## src/rtl/pip_pkg.sv

```systemverilog
// ----------------------------------------------------------------------------
// pip_pkg
// shared constants and handshake types for the point-in-polygon test block
// ----------------------------------------------------------------------------
`default_nettype none

package pip_pkg;

    localparam int MAX_VERTS_DEF  = 64;
    localparam int COORD_BITS_DEF = 16;
    localparam int IDX_W          = 6;   // vert_index field width
    localparam int CFG_W          = 7;   // vertex_count register width
    localparam int OUT_TDATA_W    = 8;

    localparam logic [CFG_W-1:0] VCOUNT_RESET = CFG_W'(3);

    // op codes carried on tuser
    localparam logic OP_LOAD = 1'b0;
    localparam logic OP_TEST = 1'b1;

    // control from the sequencer to the edge unit
    typedef struct packed {
        logic start;   // new test point, clear parity
        logic issue;   // an edge enters the pipeline this cycle
    } edge_ctl_t;

    // status back from the edge unit
    typedef struct packed {
        logic busy;    // edges still in flight
        logic parity;  // running even-odd parity
    } edge_sts_t;

endpackage

`default_nettype wire

```

## src/rtl/pip_cell.sv

```systemverilog
// ----------------------------------------------------------------------------
// pip_cell
// one vertex slot of the rotating vertex ring
// ----------------------------------------------------------------------------
`default_nettype none

module pip_cell
    import pip_pkg::*;
#(
    parameter int COORD_BITS = COORD_BITS_DEF,
    parameter int CELL_IDX   = 0
) (
    input  wire                         aclk,
    input  wire                         load_en,
    input  wire        [IDX_W-1:0]      load_idx,
    input  wire signed [COORD_BITS-1:0] load_x,
    input  wire signed [COORD_BITS-1:0] load_y,
    input  wire                         shift_en,
    input  wire signed [COORD_BITS-1:0] nbr_x,
    input  wire signed [COORD_BITS-1:0] nbr_y,
    output logic signed [COORD_BITS-1:0] x_out,
    output logic signed [COORD_BITS-1:0] y_out
);

    logic signed [COORD_BITS-1:0] x_reg, y_reg;
    logic                         hit;

    // slot match, compared at full int width so high slots never alias
    assign hit = load_en && (32'(load_idx) == CELL_IDX);

    always_ff @(posedge aclk) begin
        if (shift_en) begin
            x_reg <= nbr_x;
            y_reg <= nbr_y;
        end else if (hit) begin
            x_reg <= load_x;
            y_reg <= load_y;
        end
    end

    assign x_out = x_reg;
    assign y_out = y_reg;

endmodule

`default_nettype wire

```

## src/rtl/pip_edge.sv

```systemverilog
// ----------------------------------------------------------------------------
// pip_edge
// edge crossing test (differences, then products) with even-odd parity accumulator
// ----------------------------------------------------------------------------
`default_nettype none

module pip_edge
    import pip_pkg::*;
#(
    parameter int COORD_BITS = COORD_BITS_DEF
) (
    input  wire                          aclk,
    input  wire                          aresetn,
    input  edge_ctl_t                    ctl,
    input  wire signed [COORD_BITS-1:0]  xi,
    input  wire signed [COORD_BITS-1:0]  yi,
    input  wire signed [COORD_BITS-1:0]  xj,
    input  wire signed [COORD_BITS-1:0]  yj,
    input  wire signed [COORD_BITS-1:0]  tx,
    input  wire signed [COORD_BITS-1:0]  ty,
    output edge_sts_t                    sts
);

    localparam int DW = COORD_BITS + 1;
    localparam int PW = 2 * DW;

    // stage 1: differences
    logic                 v1_reg, str1_reg, pos1_reg;
    logic signed [DW-1:0] a_reg, dy_reg, b_reg, c_reg;
    // stage 2: products
    logic                 v2_reg, str2_reg, pos2_reg;
    logic signed [PW-1:0] pl_reg, pr_reg;
    logic                 parity_reg;

    logic straddle, dy_pos, left;

    assign straddle = (yi > ty) != (yj > ty);
    assign dy_pos   = yj > yi;
    // point strictly left of the crossing, sign of dy folded into the compare
    assign left     = pos2_reg ? (pl_reg < pr_reg) : (pr_reg < pl_reg);

    always_ff @(posedge aclk) begin
        if (!aresetn) begin
            v1_reg     <= 1'b0;
            v2_reg     <= 1'b0;
            parity_reg <= 1'b0;
        end else begin
            v1_reg <= ctl.issue;
            v2_reg <= v1_reg;
            if (ctl.start) begin
                parity_reg <= 1'b0;
            end else if (v2_reg && str2_reg && left) begin
                parity_reg <= !parity_reg;
            end
        end
    end

    always_ff @(posedge aclk) begin
        str1_reg <= straddle;
        pos1_reg <= dy_pos;
        a_reg    <= DW'(tx) - DW'(xi);
        dy_reg   <= DW'(yj) - DW'(yi);
        b_reg    <= DW'(xj) - DW'(xi);
        c_reg    <= DW'(ty) - DW'(yi);
        str2_reg <= str1_reg;
        pos2_reg <= pos1_reg;
        pl_reg   <= PW'(a_reg) * PW'(dy_reg);
        pr_reg   <= PW'(b_reg) * PW'(c_reg);
    end

    assign sts.busy   = v1_reg || v2_reg;
    assign sts.parity = parity_reg;

endmodule

`default_nettype wire

```

## src/rtl/point_in_polygon_test_top.sv

```systemverilog
// ----------------------------------------------------------------------------
// point_in_polygon_test_top
// even-odd ray casting point-in-polygon test over a rotating vertex ring
// ----------------------------------------------------------------------------
// load transaction: block stays idle, next transaction may follow at once
// test transaction: the vertex ring makes one full turn, feeding at most one
//   edge per cycle into the edge unit, then the closing edge follows
// one test at a time; loads and tests are taken again once the result is
//   staged in the output register, even while it waits for m_tready
// reset (aresetn low, synchronous) clears control and sets vertex_count to 3;
//   vertex slots hold no defined value until loaded
`default_nettype none

module point_in_polygon_test_top
    import pip_pkg::*;
#(
    parameter int MAX_VERTS  = MAX_VERTS_DEF,
    parameter int COORD_BITS = COORD_BITS_DEF
) (
    input  wire                                aclk,
    input  wire                                aresetn,
    // input stream
    input  wire                                s_tvalid,
    output logic                               s_tready,
    // vert_index [IDX_W-1:0], coord_x, coord_y, zero fill
    input  wire [((IDX_W+2*COORD_BITS+7)/8)*8-1:0] s_tdata,
    // op
    input  wire [0:0]                          s_tuser,
    // result stream
    output logic                               m_tvalid,
    input  wire                                m_tready,
    // inside_res, zero fill
    output logic [OUT_TDATA_W-1:0]             m_tdata,
    // vertex_count register
    input  wire                                cfg_we,
    input  wire [CFG_W-1:0]                    cfg_wdata
);

    localparam int KW = $clog2(MAX_VERTS) + 1;        // ring position counter
    localparam int NW = (KW > CFG_W) ? KW : CFG_W;    // effective vertex count

    typedef enum logic [2:0] {
        ST_IDLE,
        ST_RUN,     // ring turning, edges issued
        ST_CLOSE,   // closing edge from last vertex back to vertex 0
        ST_DRAIN,   // edge pipeline empties
        ST_FINISH   // parity moved to the output register
    } state_t;

    state_t           state_reg, state_next;
    logic [KW-1:0]    k_reg, k_next;
    logic [CFG_W-1:0] vcount_reg, vcount_next;
    logic             m_tvalid_reg, m_tvalid_next;
    logic             inside_reg;

    // test point and carried vertices
    logic signed [COORD_BITS-1:0] tx_reg, ty_reg;
    logic signed [COORD_BITS-1:0] first_x_reg, first_y_reg;
    logic signed [COORD_BITS-1:0] prev_x_reg, prev_y_reg;

    // unpacked input fields
    logic        [IDX_W-1:0]      in_idx;
    logic signed [COORD_BITS-1:0] in_x, in_y;
    logic                         in_acc, load_acc, test_acc;

    // ring
    logic signed [COORD_BITS-1:0] ring_x [MAX_VERTS];
    logic signed [COORD_BITS-1:0] ring_y [MAX_VERTS];
    logic                         ring_shift;

    logic [NW-1:0] n_eff;
    logic          k_live;       // head vertex is in use
    logic          finish_load;

    edge_ctl_t                    e_ctl;
    edge_sts_t                    e_sts;
    logic signed [COORD_BITS-1:0] e_xi, e_yi;

    assign in_idx = s_tdata[IDX_W-1:0];
    assign in_x   = s_tdata[IDX_W +: COORD_BITS];
    assign in_y   = s_tdata[IDX_W+COORD_BITS +: COORD_BITS];

    assign s_tready = (state_reg == ST_IDLE);
    assign in_acc   = s_tvalid && s_tready;
    assign load_acc = in_acc && (s_tuser[0] == OP_LOAD);
    assign test_acc = in_acc && (s_tuser[0] == OP_TEST);

    // count above the store saturates
    assign n_eff = (NW'(vcount_reg) > NW'(MAX_VERTS)) ? NW'(MAX_VERTS) : NW'(vcount_reg);
    assign k_live = (NW'(k_reg) < n_eff);

    assign ring_shift = (state_reg == ST_RUN);

    // vertex ring: slot i takes slot i+1, slot 0 is the head
    for (genvar gi = 0; gi < MAX_VERTS; gi++) begin : g_cell
        localparam int NB = (gi + 1) % MAX_VERTS;
        pip_cell #(
            .COORD_BITS (COORD_BITS),
            .CELL_IDX   (gi)
        ) u_cell (
            .aclk     (aclk),
            .load_en  (load_acc),
            .load_idx (in_idx),
            .load_x   (in_x),
            .load_y   (in_y),
            .shift_en (ring_shift),
            .nbr_x    (ring_x[NB]),
            .nbr_y    (ring_y[NB]),
            .x_out    (ring_x[gi]),
            .y_out    (ring_y[gi])
        );
    end

    // edge (k, k-1) while turning; closing edge (0, n-1) afterwards
    always_comb begin
        e_ctl.start = test_acc;
        e_ctl.issue = 1'b0;
        e_xi        = ring_x[0];
        e_yi        = ring_y[0];
        if (state_reg == ST_RUN) begin
            e_ctl.issue = k_live && (k_reg != '0);
        end else if (state_reg == ST_CLOSE) begin
            e_ctl.issue = (n_eff != '0);
            e_xi        = first_x_reg;
            e_yi        = first_y_reg;
        end
    end

    pip_edge #(
        .COORD_BITS (COORD_BITS)
    ) u_edge (
        .aclk    (aclk),
        .aresetn (aresetn),
        .ctl     (e_ctl),
        .xi      (e_xi),
        .yi      (e_yi),
        .xj      (prev_x_reg),
        .yj      (prev_y_reg),
        .tx      (tx_reg),
        .ty      (ty_reg),
        .sts     (e_sts)
    );

    assign finish_load = (state_reg == ST_FINISH) && (!m_tvalid_reg || m_tready);

    // sequencer
    always_comb begin
        state_next    = state_reg;
        k_next        = k_reg;
        vcount_next   = cfg_we ? cfg_wdata : vcount_reg;
        m_tvalid_next = (m_tvalid_reg && !m_tready) || finish_load;
        case (state_reg)
            ST_IDLE: begin
                k_next = '0;
                if (test_acc) begin
                    state_next = ST_RUN;
                end
            end
            ST_RUN: begin
                k_next = k_reg + KW'(1);
                if (k_reg == KW'(MAX_VERTS - 1)) begin
                    state_next = ST_CLOSE;
                end
            end
            ST_CLOSE: begin
                state_next = ST_DRAIN;
            end
            ST_DRAIN: begin
                if (!e_sts.busy) begin
                    state_next = ST_FINISH;
                end
            end
            ST_FINISH: begin
                if (finish_load) begin
                    state_next = ST_IDLE;
                end
            end
            default: begin
                state_next = ST_IDLE;
            end
        endcase
    end

    always_ff @(posedge aclk) begin
        if (!aresetn) begin
            state_reg    <= ST_IDLE;
            k_reg        <= '0;
            vcount_reg   <= VCOUNT_RESET;
            m_tvalid_reg <= 1'b0;
        end else begin
            state_reg    <= state_next;
            k_reg        <= k_next;
            vcount_reg   <= vcount_next;
            m_tvalid_reg <= m_tvalid_next;
        end
    end

    // payload, no reset
    always_ff @(posedge aclk) begin
        if (test_acc) begin
            tx_reg <= in_x;
            ty_reg <= in_y;
        end
        if (ring_shift && k_live) begin
            prev_x_reg <= ring_x[0];
            prev_y_reg <= ring_y[0];
            if (k_reg == '0) begin
                first_x_reg <= ring_x[0];
                first_y_reg <= ring_y[0];
            end
        end
        if (finish_load) begin
            inside_reg <= e_sts.parity;
        end
    end

    assign m_tvalid = m_tvalid_reg;
    assign m_tdata  = {{(OUT_TDATA_W-1){1'b0}}, inside_reg};

endmodule

`default_nettype wire

```

## config.mk

```make
export PLATFORM = sky130hd
export DESIGN_NAME = point_in_polygon_test_top
export DESIGN_NICKNAME = d
export VERILOG_FILES = /design/src/rtl/pip_pkg.sv /design/src/rtl/pip_cell.sv /design/src/rtl/pip_edge.sv /design/src/rtl/point_in_polygon_test_top.sv
export SDC_FILE = /design/constraint.sdc
export NUM_CORES = 2
export LEC_CHECK = 0
export ABC_CLOCK_PERIOD_IN_PS = 19900
export BUFFER_PORTS_ARGS = -buffer_cell sky130_fd_sc_hd__buf_2
export CAP_MARGIN = 20
export CORE_MARGIN = 4
export CORE_UTILIZATION = 40
export CTS_CLUSTER_SIZE = 20
export DETAILED_ROUTE_END_ITERATION = 6
export PLACE_DENSITY = 0.59
export SLEW_MARGIN = 30
export SYNTH_ARGS = -nofsm -noshare
export SYNTH_HDL_FRONTEND = slang
export SYNTH_HIERARCHICAL = 1
export SYNTH_SLANG_ARGS = --single-unit
```

## constraint.sdc

```tcl
create_clock -name aclk -period 19.9 [get_ports aclk]
set_clock_uncertainty 0.1 [all_clocks]
set_input_delay 2.985 -clock aclk [delete_from_list [all_inputs] [get_ports aclk]]
set_output_delay 2.985 -clock aclk [all_outputs]
set_load 0.05 [all_outputs]
```

# Word-level counts from Yosys, hierarchy flattened
# Index checks and enable logic that the tools add are counted.
[totals] reg_bits=2306 word_cells=663
[classes] add_sub_neg=5 multipliers=2 magnitude_cmp=7 n_eq_ne=73 muxes=270 bitwise_logic=2 reduce_logical=152
[ops] cell="16-bit two-way mux" n=260
[ops] cell="6-bit == test, second input constant" n=32
[ops] cell="2-bit nonzero test" n=65
[ops] cell="6-bit by 5-bit == test with 1-bit output, second input constant" n=16
[ops] cell="1-bit logical AND" n=73
[ops] cell="34-bit less-than comparator" n=2
[ops] cell="17-bit by 17-bit multiplier with 34-bit output" n=2
[ops] cell="16-bit by 16-bit subtractor with 17-bit output" n=4
[ops] cell="6-bit by 4-bit == test with 1-bit output, second input constant" n=8
[ops] cell="16-bit > comparator" n=3
[ops] cell="6-bit by 3-bit == test with 1-bit output, second input constant" n=4
[ops] cell="3-bit one-hot mux with 5 select lines" n=1
[ops] cell="7-bit one-hot mux with 2 select lines" n=1
[ops] cell="7-bit nonzero test" n=2
[ops] cell="6-bit by 2-bit == test with 1-bit output, second input constant" n=2
[ops] cell="3-bit two-way mux" n=4
[ops] cell="7-bit by 1-bit adder with 7-bit output, second input constant" n=1
[ops] cell="7-bit by 6-bit == test with 1-bit output, second input constant" n=1
[ops] cell="7-bit > comparator, second input constant" n=1
[ops] cell="7-bit logical NOT" n=1
[ops] cell="7-bit less-than comparator" n=1
[ops] cell="7-bit two-way mux" n=1
[ops] cell="3-bit by 2-bit == test with 1-bit output, second input constant" n=2
[ops] cell="6-bit by 1-bit == test with 1-bit output, second input constant" n=1
[ops] cell="other kinds (14)" n=23

# Logic depth before layout (Yosys ltp)
[depth] word_depth=6 ltp_mapped=24

# Modules after synthesis
# Netlist, hierarchy kept.
[by_module_without_submodules] module="pip_edge" instances=1 cells_each=3131 area_per_inst_um2=28887.7 seq_area_each_um2=2862.7
[by_module_without_submodules] module="pip_cell (g_cell[11].u_cell ...)" instances=16 cells_each=71 area_per_inst_um2=1525.2 seq_area_each_um2=960.9
[by_module_without_submodules] module="pip_cell (g_cell[0].u_cell ...)" instances=11 cells_each=71 area_per_inst_um2=1522.7 seq_area_each_um2=960.9
[by_module_without_submodules] module="pip_cell (g_cell[23].u_cell ...)" instances=9 cells_each=72 area_per_inst_um2=1525.2 seq_area_each_um2=960.9
[by_module_without_submodules] module="pip_cell (g_cell[12].u_cell ...)" instances=8 cells_each=71 area_per_inst_um2=1524.0 seq_area_each_um2=960.9
[by_module_without_submodules] module="pip_cell (g_cell[16].u_cell ...)" instances=5 cells_each=71 area_per_inst_um2=1520.2 seq_area_each_um2=960.9
[by_module_without_submodules] module="pip_cell (g_cell[10].u_cell ...)" instances=4 cells_each=71 area_per_inst_um2=1526.5 seq_area_each_um2=960.9
[by_module_without_submodules] module="pip_cell (g_cell[53].u_cell ...)" instances=4 cells_each=72 area_per_inst_um2=1524.0 seq_area_each_um2=960.9
[by_module_without_submodules] module="pip_cell (g_cell[55].u_cell ...)" instances=4 cells_each=72 area_per_inst_um2=1522.7 seq_area_each_um2=960.9
[by_module_without_submodules] module="pip_cell (g_cell[15].u_cell ...)" instances=3 cells_each=70 area_per_inst_um2=1521.5 seq_area_each_um2=960.9
[by_module_without_submodules] module="point_in_polygon_test_top" instances=1 cells_each=265 area_per_inst_um2=4415.5 seq_area_each_um2=3273.1

# Worst setup path after synthesis
# Ideal clock, no wire load.
[synth_path] path_type="input-to-reg" from="input port s_tvalid" to="register g_cell[52].u_cell.x_reg[0] (enable)" setup_ps=511 arrival_ps=8316 t_required_ps=19289 setup_slack_ps=10972 cell_stages=4 path_buffers=0 cell_sequence="nand2_1 -> nor2_1 -> nand4_1 -> o41ai_1"
[synth_via] elab_chain_len=4
[synth_lines] element="start, declared" line="point_in_polygon_test_top.sv:23" source="input wire s_tvalid,"
[synth_lines] element="1-bit logical AND" line="point_in_polygon_test_top.sv:84" source="assign in_acc = s_tvalid && s_tready;"
[synth_lines] element="1-bit logical AND" line="point_in_polygon_test_top.sv:85" source="assign load_acc = in_acc && (s_tuser[0] == OP_LOAD);"
[synth_lines] element="via load_acc" line="point_in_polygon_test_top.sv:64" source="logic in_acc, load_acc, test_acc;"
[synth_lines] element="1-bit logical AND" line="pip_cell.sv:29" source="assign hit = load_en && (32'(load_idx) == CELL_IDX);"
[synth_lines] element="2-bit nonzero test (no source line)"
[synth_lines] element="end signal, assigned" line="pip_cell.sv:33" source="x_reg <= nbr_x;"
[synth_lines] element="end signal, assigned" line="pip_cell.sv:36" source="x_reg <= load_x;"
[synth_lines] element="end, declared" line="pip_cell.sv:25" source="logic signed [COORD_BITS-1:0] x_reg, y_reg;"
# The timed path passes the listed nets, and every way through them passes these cells.
# A chain may end at the register's enable or synchronous reset.

# Final worst setup path
[layout_path] from="register u_edge.a_reg[7]" to="register u_edge.pl_reg[33]"
[layout_via] elab_chain_len=1
[layout_lines] element="start, declared" line="pip_edge.sv:29" source="logic signed [DW-1:0] a_reg, dy_reg, b_reg, c_reg;"
[layout_lines] element="start signal, assigned" line="pip_edge.sv:61" source="a_reg <= DW'(tx) - DW'(xi);"
[layout_lines] element="17-bit by 17-bit multiplier with 34-bit output" line="pip_edge.sv:67" source="pl_reg <= PW'(a_reg) * PW'(dy_reg);"
[layout_lines] element="end signal, assigned" line="pip_edge.sv:67"
[layout_lines] element="end, declared" line="pip_edge.sv:32" source="logic signed [PW-1:0] pl_reg, pr_reg;"
# Every way passes these cells.

==> results.cfg <==
[status]
status = finished clean

[clock_network]
cts.sinks = 2306
tritoncts = done
ctsLongestPathBuffers = 4
cts_max_level = 4
clk_latency_ps = 860
cts.repair.resized = 0
numCtsBuffers = 239
cts_setup_buffers = 0
cts_hold_buf = 0
cts.clk_slew.worst_paths_ps = 60
cts-root-buf = clkbuf_16

[global_route]
grt_max_degree = 140
grt_pass1_vias = 67540
grt_first_pass_wirelength_um = 407200
grt.overflow.total = 0
antenna_found_initial = 7
track_usage = 0.1508

[setup_path]
critical_path_arrival_ps = 7850
cp-end-kind = flop
critPathKind = reg -> reg
path_max_fanout = 17
rr_endpoint = u_edge/pl_reg[33]$_DFF_P_
crit_chain = nand2_1 > fa_1 > inv_1 > fa_1 > inv_1 > fa_1 > inv_1 > fa_1 > fa_1 > inv_1 > fa_1 > inv_1 > ha_1 > nand2_1 > o32ai_1 > nor3_1 > a211oi_1 > o41ai_2 > o21ai_1 > and4_1 > nor3_1
cp_slowest_cell = dfxtp_1
crit_end = u_edge/pl_reg[33]$_DFF_P_
slowest_delay_ps = 1000
crit_top_cell = fa_1
startpoint_type = flop
crit_start = u_edge/a_reg[7]$_DFF_P_
r2r_slack_ps = 12670
r2r_start = u_edge/a_reg[7]$_DFF_P_
required_ps = 20520
worstRegToRegCells = 21

[timing]
relSlewSlack = 0.2817
holdWs_ps = 232.8
final_max_slew_viol_count = 0
tightest_slew_ps = 1077
setup_violations = 0
finalCritPeriodShare = 0.3635
setup-tns-final_ps = 0
hold_viol = 0
fin_crit_ps = 7233
clock.fmax_mhz = 138.3
rsz0062_at_grt = no

[place]
hpwl_um = 157700
port_buffers = 53
place_congestion = 0.8443
dpl.cell_count = 12100

[layout]
nFillCells = 28790
multi_input_area_um2 = 55730
layout_commonest_cell = edfxtp_1
finalNonFillerCells = 12540
area_growth_pct = 7.316
fin_nets = 8960
seqCellArea_um2 = 67640
drive_gt1_frac = 0.3193
layout_common_cells = edfxtp_1, mux2_4, inv_1, fa_1, nand2_1

[synth]
synth_fa_ha_area_frac = 0.1193
synthArstFlopShare = 0
syn_inst = 7954
synth_top_family_by_area = multiplexers
synth_ff_type = edfxtp_1
synth_cell_type_count = 80
yosys_warnings = 6
synth.yosys.seq_area_share = 0.5170
avgSynthCellArea_um2 = 16.45
ys_seq_elements = 2306
muxShareOfSynthArea = 0.2330
synth_xor_area_frac = 0.006962
mappedNetlistArea_um2 = 130800
yosys.area_share.simple = 0.04240
synth_compound_area_frac = 0.02165
synth-edff-count = 2145

[routing]
drc = 0
drtIter0Drc = 4271
finalWirelength_um = 261300
viasPerCell = 5.075
via_count = 63630
routedWlPerCell_um = 20.84
ant_nets = 0
first_pass_iters = 6

[floorplanning]
initial_core_util = 0.4028
fp.dieW_um = 579.9
rows = 209
core_um2 = 324800
fp.dieH_um = 579.9
ios = 63
dieArea_um2 = 336300

[worst_hold_path]
holdPathStages = 0
holdCritPathClass = reg -> reg

[run]
maxCapViolations = 0
==> cells in the mapped netlist, types with 11 or more instances <==
cell type,count,share of area
o41ai_1,15,0.0010
or3_1,11,0.00053
a21oi_1,90,0.0034
nor4bb_1,12,0.00092
nand2_1,336,0.0096
o21a_1,34,0.0020
nand3_1,37,0.0014
and2_1,299,0.014
nor4_1,11,0.00053
dfxtp_1,161,0.025
mux2_4,1856,0.21
clkbuf_1,80,0.0023
fa_1,596,0.091
nor3b_1,22,0.0013
o21bai_1,12,0.00069
nand4b_1,14,0.00094
nand2b_1,20,0.00096
nand4_1,25,0.0012
o31ai_1,15,0.00086
xnor2_1,79,0.0053
ha_1,294,0.028
a41o_1,31,0.0024
o21ai_0,40,0.0015
xor2_1,25,0.0017
nor2b_1,44,0.0021
buf_6,66,0.0057
nor2_1,116,0.0033
mux2_2,224,0.019
a21o_1,48,0.0028
and3_1,15,0.00072
a31oi_1,16,0.00077
o21ai_1,16,0.00061
inv_1,753,0.022
edfxtp_1,2145,0.49
nor3_1,53,0.0020
buf_12,192,0.029
==> through the flow <==
step	util	setup WS, ps	cell area, um^2
2_1_floorplan	-	10970	130900
3_3_place_gp	0.4089	12840	132800
3_5_place_dp	0.4093	12750	132900
4_1_cts	0.4315	12770	140200
5_1_grt	0.4323	12340	140400
6_report	0.4323	12670	140400
==> layout make-up <==
cell class	instances	share of cell area
clock inverter	135	0.006523
clock buffer	298	0.04499
antenna	4	0.00007129
multi-input combinational	4550	0.3969
inverter	753	0.02018
timing repair buffer	167	0.01102
sequential	2306	0.4817
tap	4325	0.03854
==> routing by layer <==
layer / GRT usage / up-vias / part of all wire
met1: 0.2108 / 33330 / 0.47
met4: 0.04096 / 0 / 0.027
li1: - / 28730 / -
met2: 0.2466 / 1188 / 0.47
met3: 0.02065 / 375 / 0.037
met5: 0 / - / 0
==> how the worst min path moves through the flow <==
stage / endpoint / slack (ps) / start
floorplan: u_edge/pos2_reg$_DFF_P_ / 210 / u_edge/pos1_reg$_DFF_P_
global placement: u_edge/pos2_reg$_DFF_P_ / 220 / u_edge/pos1_reg$_DFF_P_
detailed placement: u_edge/str2_reg$_DFF_P_ / 220 / u_edge/str1_reg$_DFF_P_
CTS: u_edge/str2_reg$_DFF_P_ / 240 / u_edge/str1_reg$_DFF_P_
global route: u_edge/str2_reg$_DFF_P_ / 240 / u_edge/str1_reg$_DFF_P_
finish: u_edge/str2_reg$_DFF_P_ / 230 / u_edge/str1_reg$_DFF_P_
==> logic make-up (layout without fill, tap and decap cells) <==
family | Yosys count | after routing
and+or+nand+nor | 1056 | 1056
AOI/OAI and AO/OA | 403 | 403
adders and majority gates | 890 | 890
xor gates and xnor gates | 104 | 104
other | 1 | 11
muxes | 2090 | 2090
buffers and inverters | 1104 | 1353
DFF | 2306 | 2306
==> worst max-delay path: cells and delay by family (launching register included) <==
kind            cells  cell delay, ps
fa+ha+maj           7            3470
compound gates      4            1580
flops               1            1000
simple gates        5             680
buf+inv             5             270
Power is not shown: default switching activity piles up to over one toggle a cycle in this logic, so the estimate is an artifact.
